## src/hdl/bsa_pkg.sv

```systemverilog
package bsa_pkg;

  localparam int SLOTS        = 64;
  localparam int WORD_W       = 32;
  localparam int WORD_BIT_W   = 5;
  localparam int MAP_WORDS    = (SLOTS + WORD_W - 1) / WORD_W;
  localparam int WORD_IDX_W   = (MAP_WORDS > 1) ? $clog2(MAP_WORDS) : 1;
  localparam int SLOT_NUM_W   = WORD_IDX_W + WORD_BIT_W;
  localparam int CMD_W        = 2;
  localparam int CNT_W        = 7;
  localparam int TGT_W        = 7;
  localparam int SLOT_INDEX_W = 6;
  localparam int CMP_W        = (SLOT_NUM_W + 1 > CNT_W) ? SLOT_NUM_W + 1 : CNT_W;

  localparam logic [CNT_W-1:0] COUNT_RESET = CNT_W'(64);
  localparam logic             ST_OK       = 1'b0;
  localparam logic             ST_NO_FREE  = 1'b1;

  typedef enum logic [CMD_W-1:0] {
    CMD_INIT  = 2'd0,
    CMD_FIRST = 2'd1,
    CMD_NEAR  = 2'd2
  } cmd_e;

  typedef enum logic [2:0] {
    WC_HOLD,
    WC_ZERO,
    WC_INC,
    WC_DEC
  } wc_op_e;

  typedef struct packed {
    logic   load;
    wc_op_e wc_op;
    logic   init_wr;
    logic   take_up;
    logic   take_dn;
    logic   res_zero_ok;
    logic   res_fail;
    logic   out_load;
  } dp_ctl_t;

  typedef struct packed {
    logic up_hit;
    logic dn_hit;
    logic wcnt_top;
    logic wcnt_zero;
    logic out_busy;
  } dp_sts_t;

endpackage

```

## src/hdl/alloc_req_if.sv

```systemverilog
interface alloc_req_if
  import bsa_pkg::*;
();
  logic             valid;
  logic             ready;
  logic [CMD_W-1:0] command;
  logic [TGT_W-1:0] target_slot;

  modport source (output valid, command, target_slot, input ready);
  modport sink (input valid, command, target_slot, output ready);
endinterface

```

## src/hdl/alloc_rsp_if.sv

```systemverilog
interface alloc_rsp_if
  import bsa_pkg::*;
();
  logic                    valid;
  logic                    ready;
  logic [SLOT_INDEX_W-1:0] slot_index;
  logic                    status;

  modport source (output valid, slot_index, status, input ready);
  modport sink (input valid, slot_index, status, output ready);
endinterface

```

## src/hdl/cfg_wr_if.sv

```systemverilog
interface cfg_wr_if
  import bsa_pkg::*;
();
  logic             valid;
  logic             ready;
  logic [CNT_W-1:0] slot_count;

  modport source (output valid, slot_count, input ready);
  modport sink (input valid, slot_count, output ready);
endinterface

```

## src/hdl/bsa_datapath.sv

```systemverilog
module bsa_datapath
  import bsa_pkg::*;
(
  input  logic                    clk_i,
  input  logic                    rst_ni,
  input  dp_ctl_t                 ctl_i,
  output dp_sts_t                 sts_o,
  input  logic [CMD_W-1:0]        command_i,
  input  logic [TGT_W-1:0]        target_slot_i,
  input  logic                    cfg_valid_i,
  input  logic [CNT_W-1:0]        cfg_count_i,
  input  logic                    rsp_ready_i,
  output logic                    rsp_valid_o,
  output logic [SLOT_INDEX_W-1:0] slot_index_o,
  output logic                    status_o
);

  logic [WORD_W-1:0]     map_q [MAP_WORDS];
  logic [CNT_W-1:0]      count_q;
  logic [WORD_IDX_W-1:0] wcnt_q, wcnt_d;
  logic [CMP_W-1:0]      lo_q, lo_d;
  logic [CMP_W-1:0]      hi_q, hi_d;
  logic [CMP_W-1:0]      res_slot_q, res_slot_d;
  logic                  res_status_q, res_status_d;
  logic                  out_valid_q;
  logic [SLOT_INDEX_W-1:0] out_slot_q;
  logic                  out_status_q;

  logic [CMP_W-1:0]      n_c;
  logic [CMP_W-1:0]      tgt_c;
  logic [WORD_W-1:0]     word_c;
  logic [WORD_W-1:0]     up_vec, dn_vec, init_word;
  logic                  up_hit, dn_hit;
  logic [WORD_BIT_W-1:0] up_idx, dn_idx;

  assign n_c    = (CMP_W'(count_q) > CMP_W'(SLOTS)) ? CMP_W'(SLOTS) : CMP_W'(count_q);
  assign tgt_c  = CMP_W'(target_slot_i);
  assign word_c = map_q[wcnt_q];

  always_comb begin
    for (int b = 0; b < WORD_W; b++) begin
      logic [CMP_W-1:0] s;
      logic             fr;
      s            = CMP_W'({wcnt_q, WORD_BIT_W'(b)});
      fr           = !word_c[b] && (s < n_c);
      up_vec[b]    = fr && (s >= lo_q);
      dn_vec[b]    = fr && (s <= hi_q);
      init_word[b] = (s >= n_c);
    end
  end

  always_comb begin
    up_hit = 1'b0;
    up_idx = '0;
    for (int b = WORD_W - 1; b >= 0; b--) begin
      if (up_vec[b]) begin
        up_hit = 1'b1;
        up_idx = WORD_BIT_W'(b);
      end
    end
  end

  always_comb begin
    dn_hit = 1'b0;
    dn_idx = '0;
    for (int b = 0; b < WORD_W; b++) begin
      if (dn_vec[b]) begin
        dn_hit = 1'b1;
        dn_idx = WORD_BIT_W'(b);
      end
    end
  end

  always_comb begin
    lo_d = lo_q;
    hi_d = hi_q;
    if (ctl_i.load) begin
      if (command_i == CMD_FIRST) begin
        lo_d = '0;
        hi_d = '0;
      end else if (tgt_c >= n_c) begin
        lo_d = n_c;
        hi_d = n_c - CMP_W'(1);
      end else begin
        lo_d = tgt_c;
        hi_d = tgt_c;
      end
    end
  end

  always_comb begin
    case (ctl_i.wc_op)
      WC_ZERO: wcnt_d = '0;
      WC_INC:  wcnt_d = wcnt_q + WORD_IDX_W'(1);
      WC_DEC:  wcnt_d = wcnt_q - WORD_IDX_W'(1);
      default: wcnt_d = wcnt_q;
    endcase
  end

  always_comb begin
    res_slot_d   = res_slot_q;
    res_status_d = res_status_q;
    if (ctl_i.take_up) begin
      res_slot_d   = CMP_W'({wcnt_q, up_idx});
      res_status_d = ST_OK;
    end else if (ctl_i.take_dn) begin
      res_slot_d   = CMP_W'({wcnt_q, dn_idx});
      res_status_d = ST_OK;
    end else if (ctl_i.res_zero_ok) begin
      res_slot_d   = '0;
      res_status_d = ST_OK;
    end else if (ctl_i.res_fail) begin
      res_slot_d   = '0;
      res_status_d = ST_NO_FREE;
    end
  end

  always_ff @(posedge clk_i or negedge rst_ni) begin
    if (!rst_ni) begin
      for (int w = 0; w < MAP_WORDS; w++) begin
        map_q[w] <= '0;
      end
      count_q     <= COUNT_RESET;
      wcnt_q      <= '0;
      out_valid_q <= 1'b0;
    end else begin
      if (cfg_valid_i) begin
        count_q <= cfg_count_i;
      end
      if (ctl_i.init_wr) begin
        map_q[wcnt_q] <= init_word;
      end else if (ctl_i.take_up) begin
        map_q[wcnt_q] <= word_c | (WORD_W'(1) << up_idx);
      end else if (ctl_i.take_dn) begin
        map_q[wcnt_q] <= word_c | (WORD_W'(1) << dn_idx);
      end
      wcnt_q <= wcnt_d;
      if (ctl_i.out_load) begin
        out_valid_q <= 1'b1;
      end else if (rsp_ready_i) begin
        out_valid_q <= 1'b0;
      end
    end
  end

  always_ff @(posedge clk_i) begin
    lo_q         <= lo_d;
    hi_q         <= hi_d;
    res_slot_q   <= res_slot_d;
    res_status_q <= res_status_d;
    if (ctl_i.out_load) begin
      out_slot_q   <= res_slot_q[SLOT_INDEX_W-1:0];
      out_status_q <= res_status_q;
    end
  end

  assign sts_o.up_hit    = up_hit;
  assign sts_o.dn_hit    = dn_hit;
  assign sts_o.wcnt_top  = (wcnt_q == WORD_IDX_W'(MAP_WORDS - 1));
  assign sts_o.wcnt_zero = (wcnt_q == '0);
  assign sts_o.out_busy  = out_valid_q && !rsp_ready_i;

  assign rsp_valid_o  = out_valid_q;
  assign slot_index_o = out_slot_q;
  assign status_o     = out_status_q;

endmodule

```

## src/hdl/bsa_ctrl.sv

```systemverilog
module bsa_ctrl
  import bsa_pkg::*;
(
  input  logic             clk_i,
  input  logic             rst_ni,
  input  logic             req_valid_i,
  input  logic [CMD_W-1:0] command_i,
  input  dp_sts_t          sts_i,
  output logic             req_ready_o,
  output dp_ctl_t          ctl_o
);

  typedef enum logic [2:0] {
    S_IDLE,
    S_INIT,
    S_UP,
    S_DOWN,
    S_RESULT
  } state_e;

  state_e state_q, state_d;
  logic   near_q, near_d;

  always_comb begin
    state_d     = state_q;
    near_d      = near_q;
    req_ready_o = 1'b0;
    ctl_o       = '0;
    ctl_o.wc_op = WC_HOLD;
    case (state_q)
      S_IDLE: begin
        req_ready_o = 1'b1;
        if (req_valid_i) begin
          ctl_o.load  = 1'b1;
          ctl_o.wc_op = WC_ZERO;
          case (command_i)
            CMD_INIT: begin
              ctl_o.res_zero_ok = 1'b1;
              state_d           = S_INIT;
            end
            CMD_FIRST: begin
              near_d  = 1'b0;
              state_d = S_UP;
            end
            CMD_NEAR: begin
              near_d  = 1'b1;
              state_d = S_UP;
            end
            default: begin
              ctl_o.res_fail = 1'b1;
              state_d        = S_RESULT;
            end
          endcase
        end
      end
      S_INIT: begin
        ctl_o.init_wr = 1'b1;
        if (sts_i.wcnt_top) begin
          state_d = S_RESULT;
        end else begin
          ctl_o.wc_op = WC_INC;
        end
      end
      S_UP: begin
        if (sts_i.up_hit) begin
          ctl_o.take_up = 1'b1;
          state_d       = S_RESULT;
        end else if (!sts_i.wcnt_top) begin
          ctl_o.wc_op = WC_INC;
        end else if (near_q) begin
          state_d = S_DOWN;
        end else begin
          ctl_o.res_fail = 1'b1;
          state_d        = S_RESULT;
        end
      end
      S_DOWN: begin
        if (sts_i.dn_hit) begin
          ctl_o.take_dn = 1'b1;
          state_d       = S_RESULT;
        end else if (sts_i.wcnt_zero) begin
          ctl_o.res_fail = 1'b1;
          state_d        = S_RESULT;
        end else begin
          ctl_o.wc_op = WC_DEC;
        end
      end
      S_RESULT: begin
        if (!sts_i.out_busy) begin
          ctl_o.out_load = 1'b1;
          state_d        = S_IDLE;
        end
      end
      default: begin
        state_d = S_IDLE;
      end
    endcase
  end

  always_ff @(posedge clk_i or negedge rst_ni) begin
    if (!rst_ni) begin
      state_q <= S_IDLE;
      near_q  <= 1'b0;
    end else begin
      state_q <= state_d;
      near_q  <= near_d;
    end
  end

endmodule

```

## src/hdl/bitmap_slot_allocator_unit.sv

```systemverilog
// channel  | dir | word                      | accepted when
// req_i    | in  | command, target_slot      | req_i.valid & req_i.ready
// rsp_o    | out | slot_index, status        | rsp_o.valid & rsp_o.ready
// cfg_i    | in  | slot_count                | cfg_i.valid & cfg_i.ready
//
// One request at a time; the used map is scanned one 32-bit word per cycle.
// Init writes every map word in order; allocate lowest scans up from word 0;
// allocate near scans up for the target or above, then down from the top word.
// The result sits in an output register; the next request is taken while it waits.
// Reset clears the map flops and sets slot_count to 64; cfg_i is always ready.
module bitmap_slot_allocator_unit
  import bsa_pkg::*;
(
  input  logic      clk_i,
  input  logic      rst_ni,
  alloc_req_if.sink   req_i,
  alloc_rsp_if.source rsp_o,
  cfg_wr_if.sink      cfg_i
);

  dp_ctl_t ctl;
  dp_sts_t sts;

  assign cfg_i.ready = 1'b1;

  bsa_ctrl u_ctrl (
    .clk_i       (clk_i),
    .rst_ni      (rst_ni),
    .req_valid_i (req_i.valid),
    .command_i   (req_i.command),
    .sts_i       (sts),
    .req_ready_o (req_i.ready),
    .ctl_o       (ctl)
  );

  bsa_datapath u_datapath (
    .clk_i         (clk_i),
    .rst_ni        (rst_ni),
    .ctl_i         (ctl),
    .sts_o         (sts),
    .command_i     (req_i.command),
    .target_slot_i (req_i.target_slot),
    .cfg_valid_i   (cfg_i.valid),
    .cfg_count_i   (cfg_i.slot_count),
    .rsp_ready_i   (rsp_o.ready),
    .rsp_valid_o   (rsp_o.valid),
    .slot_index_o  (rsp_o.slot_index),
    .status_o      (rsp_o.status)
  );

endmodule

```

## src/flat_wrapper.sv

```systemverilog
// flat-port wrapper written by rule: the top's interface ports become plain ports
module bitmap_slot_allocator_unit_flat import bsa_pkg::*;
  (clk_i, rst_ni, req_i_valid, req_i_command, req_i_target_slot, req_i_ready, rsp_o_valid, rsp_o_slot_index, rsp_o_status, rsp_o_ready, cfg_i_valid, cfg_i_slot_count, cfg_i_ready);
  alloc_req_if req_i_i ();
  alloc_rsp_if rsp_o_i ();
  cfg_wr_if cfg_i_i ();
  input  logic clk_i;
  input  logic rst_ni;
  input wire logic [$bits(req_i_i.valid)-1:0] req_i_valid;
  input wire logic [$bits(req_i_i.command)-1:0] req_i_command;
  input wire logic [$bits(req_i_i.target_slot)-1:0] req_i_target_slot;
  output wire logic [$bits(req_i_i.ready)-1:0] req_i_ready;
  output wire logic [$bits(rsp_o_i.valid)-1:0] rsp_o_valid;
  output wire logic [$bits(rsp_o_i.slot_index)-1:0] rsp_o_slot_index;
  output wire logic [$bits(rsp_o_i.status)-1:0] rsp_o_status;
  input wire logic [$bits(rsp_o_i.ready)-1:0] rsp_o_ready;
  input wire logic [$bits(cfg_i_i.valid)-1:0] cfg_i_valid;
  input wire logic [$bits(cfg_i_i.slot_count)-1:0] cfg_i_slot_count;
  output wire logic [$bits(cfg_i_i.ready)-1:0] cfg_i_ready;
  assign req_i_i.valid = req_i_valid;
  assign req_i_i.command = req_i_command;
  assign req_i_i.target_slot = req_i_target_slot;
  assign req_i_ready = req_i_i.ready;
  assign rsp_o_valid = rsp_o_i.valid;
  assign rsp_o_slot_index = rsp_o_i.slot_index;
  assign rsp_o_status = rsp_o_i.status;
  assign rsp_o_i.ready = rsp_o_ready;
  assign cfg_i_i.valid = cfg_i_valid;
  assign cfg_i_i.slot_count = cfg_i_slot_count;
  assign cfg_i_ready = cfg_i_i.ready;
  bitmap_slot_allocator_unit u_core (.clk_i(clk_i), .rst_ni(rst_ni), .req_i(req_i_i), .rsp_o(rsp_o_i), .cfg_i(cfg_i_i));
endmodule
```

## config.mk

```make
export PLATFORM = sky130hd
export DESIGN_NAME = bitmap_slot_allocator_unit_flat
export DESIGN_NICKNAME = d
export VERILOG_FILES = /design/src/hdl/bsa_pkg.sv /design/src/hdl/alloc_req_if.sv /design/src/hdl/alloc_rsp_if.sv /design/src/hdl/cfg_wr_if.sv /design/src/hdl/bsa_datapath.sv /design/src/hdl/bsa_ctrl.sv /design/src/hdl/bitmap_slot_allocator_unit.sv /design/src/flat_wrapper.sv
export SDC_FILE = /design/constraint.sdc
export NUM_CORES = 1
export LEC_CHECK = 0
export ABC_AREA = 1
export BUFFER_PORTS_ARGS = -buffer_cell sky130_fd_sc_hd__buf_2
export CAP_MARGIN = 20
export CORE_MARGIN = 5
export CORE_UTILIZATION = 60
export CTS_CLUSTER_DIAMETER = 120
export DETAILED_ROUTE_END_ITERATION = 7
export HOLD_SLACK_MARGIN = 0.03
export PLACE_DENSITY = 0.89
export RECOVER_POWER = 50
export SETUP_SLACK_MARGIN = 0.15
export SLEW_MARGIN = 25
export SYNTH_ARGS = -nofsm -noshare
export SYNTH_HDL_FRONTEND = slang
export SYNTH_SLANG_ARGS = --single-unit
```

## constraint.sdc

```tcl
create_clock -name clk_i -period 4.8 [get_ports clk_i]
set_clock_uncertainty 0.1 [all_clocks]
set_input_delay 0.96 -clock clk_i [delete_from_list [all_inputs] [get_ports clk_i]]
set_output_delay 0.96 -clock clk_i [all_outputs]
set_load 0.01 [all_outputs]
```

==> flow_summary.ini <==
[global_routing]
grt_use_total = 0.391
grt_pass1_wl_um = 55300
grt_pass1_vias = 10100
antenna_found_initial = 0
grt_start_max_net_pins = 41
overflow = 0

[synth]
syn_nets = 1569
synth_compound_area_frac = 0.177
avgSynthCellArea_um2 = 6.13
ys_warn_count = 0
synthTopCellsByCount = nand2_1 (401), nor2_1 (228), inv_1 (185)
synthCells = 1527
netlist.top_cell.by_area = dfrtp_1
synth_most_common_cell = nand2_1
synth_edf_count = 27
synthesis.area_um2 = 9360
synth_top_family_by_area = simple AND/OR/NAND/NOR gates
ys.flop_type = dfrtp_1
synth_mux_area_frac = 0.00120
synth_seq_cells = 105
synthAdderAreaFrac = 0.0281
yosysTopAreaCellShare = 0.203
synth_xor_area_frac = 0
synth_area_leaders = dfrtp_1 (20%), nand2_1 (16%), nor2_1 (9.1%)
ys_types = 56
yosys.area_share.simple = 0.392
async_flop_share = 0.733
ys_seq_area_frac = 0.295

[status]
violations = DRC, capacitance limit, slew limit
status = finished with violations

[setup_path]
worst_r2r_startpoint = u_core.u_datapath.wcnt_q$_DFFE_PN0P_
ff2ff_path_depth = 26
crit_fanout = 6
r2r-end = u_core.u_datapath.map_q[63]$_DFFE_PN0P_
cp-start-kind = flip-flop
cp_data_arrival_time_ns = 4.67
reg2reg_slack_ns = 0.31
critPathCaptureType = flip-flop
worstPathRequired_ns = 4.99
critical_path_class = reg -> reg
cpPeakStageDelay_ns = 0.40
crit_slowest_cell = dfrtp_2

[min_path]
hold_class = reg -> reg
hold_path_end = u_core.u_datapath.slot_index_o[4]$_DFFE_PP_
holdPathStages = 0
hp-start = u_core.u_datapath.res_slot_q[4]$_DFFE_PP_

[timing]
min_period_ns = 4.49
tightest_slew_ns = 2.27
rsz0062_at_grt = true
finalSetupViolations = 0
timing.fmax_ghz = 0.223
final_max_slew_viol_count = 39
fin_crit_sh = 0.935
hold_viol = 0
fin_ws_ns = 0.313
setup_tns_ns = 0
relSlewSlack = -0.510
hold-worst-slack_ns = 0.323

[cts]
cts_tree = yes
htree_levels = 3
cts_hold_buf = 0
clk_pin_slew_ns = 0.08
numCtsBuffers = 9
clock_latency_ns = 0.37
root_buffer = clkbuf_16
clock_sinks = 105
clk_path_buf_depth = 2

[floorplan]
dieArea_um2 = 18200
coreArea_um2 = 15300
die_x_um = 135
initial_core_util = 0.613
dieHeight_um = 135
num_rows = 45
io_pins = 31

[drt]
vias = 11200
ant_nets = 0
first_pass_iters = 8
routed_wl_um = 36200
vias_per_cell = 6.24
drc = 4
drt-initial-drc-count = 1920
wire_per_inst_um = 20.1

[finish]
final_cells = 1803
antenna_cells = 0
area_growth_syn_to_layout_pct = 14.4
fin_nets = 1629
fillers = 1378
drive_gt1_frac = 0.158

[job]
max_cap_viol_count = 1

[placement]
place_ws_ns = 0.433
globalplace.congestion = 1.08
post-place-cells = 1773
dp_hpwl_um = 27500
numPortBuffers = 29
[critical path, delay by kind of cell (launching register included)]
family,cells,cell delay [ns]
simple gates,13,1.72
compound gates,8,1.17
buf+inv,4,0.60
flops,1,0.40
fa+ha+maj,1,0.39
[logic make-up (layout without fill, tap and decap cells)]
logic type | Yosys count | count (layout)
mux | 1 | 1
simple gates | 855 | 855
fa+ha+maj | 21 | 21
flops | 105 | 105
compound gates | 289 | 289
buf+inv | 255 | 320
other cells | 1 | 1
[stage by stage]
step,instance area (um2),utilization
CTS,10300,0.673
global placement,9960,0.653
global route,10700,0.702
detailed placement,9960,0.653
floorplan,9360,-
finish,10700,0.702
[layer usage]
layer,up-vias,wire length (um),global-route usage,part of all wire
met2,888,15200,0.587,0.42
met5,-,0,0,0
met1,5066,13600,0.529,0.38
met3,186,5390,0.107,0.15
met4,0,2000,0.174,0.055
li1,5102,-,-,-
[layout make-up]
class | count | area (um2) | share of cell area
Multi-Input combinational cell | 1167 | 5920 | 0.553
Inverter | 209 | 793 | 0.0741
Tap cell | 211 | 264 | 0.0246
Sequential cell | 105 | 2760 | 0.258
Timing Repair Buffer | 95 | 662 | 0.0618
Clock buffer | 9 | 225 | 0.0210
Clock inverter | 7 | 83.8 | 0.00783
[sequential cells by signal, indices dropped and copies added, names as in the netlist]
signal,count
u_core.u_datapath.res_slot_q,6
u_core.u_datapath.count_q,7
u_core.u_datapath.res_status_q,1
u_core.u_datapath.lo_q,7
u_core.u_ctrl.state_q,3
u_core.u_datapath.rsp_valid_o,1
u_core.u_datapath.status_o,1
u_core.u_datapath.slot_index_o,6
u_core.u_datapath.hi_q,7
u_core.u_datapath.wcnt_q,1
u_core.u_ctrl.near_q,1
u_core.u_datapath.map_q,64
[placed cells by master, fill, tap and decap left out, drive strengths merged, types with 2 or more instances in the layout]
cell type  instances
clkbuf            14
o22ai              5
a211oi             5
nand4             27
nor4               5
a21oi            131
a21boi             2
o21ai             96
nor3              11
o21a               5
a31o               2
nand3            139
dfrtp             76
edfxtp            27
ha                21
a32oi              2
nand3b             2
inv              211
buf               90
nand2            415
a31oi              8
clkinv             3
or2                8
o31ai              5
nor2             247
o21bai             7
o211ai            15
[timing repair]
| action | in CTS | in global routing |
|---|---|---|
| setup endpoints to repair | 0 | 61 |
| gates resized for setup | 0 | 89 |
| buffers inserted | 0 | 14 |
[worst max-delay path by stage]
stage,to,slack (ns),cells after the start,start
6_report,u_core.u_datapath.map_q[63]$_DFFE_PN0P_,0.31,26,u_core.u_datapath.wcnt_q$_DFFE_PN0P_
5_1_grt,u_core.u_datapath.map_q[58]$_DFFE_PN0P_,0.1,42,u_core.u_datapath.wcnt_q$_DFFE_PN0P_
4_1_cts,u_core.u_datapath.map_q[63]$_DFFE_PN0P_,0.42,26,u_core.u_datapath.wcnt_q$_DFFE_PN0P_
3_5_place_dp,u_core.u_datapath.map_q[60]$_DFFE_PN0P_,0.43,42,u_core.u_datapath.wcnt_q$_DFFE_PN0P_
3_3_place_gp,u_core.u_datapath.map_q[63]$_DFFE_PN0P_,0.42,24,u_core.u_datapath.wcnt_q$_DFFE_PN0P_
2_1_floorplan,u_core.u_datapath.map_q[51]$_DFFE_PN0P_,0.85,27,u_core.u_datapath.wcnt_q$_DFFE_PN0P_
Power is left out: the tool's default activity adds up to more than one toggle a clock period on the data nets, which glitch-free logic cannot reach.
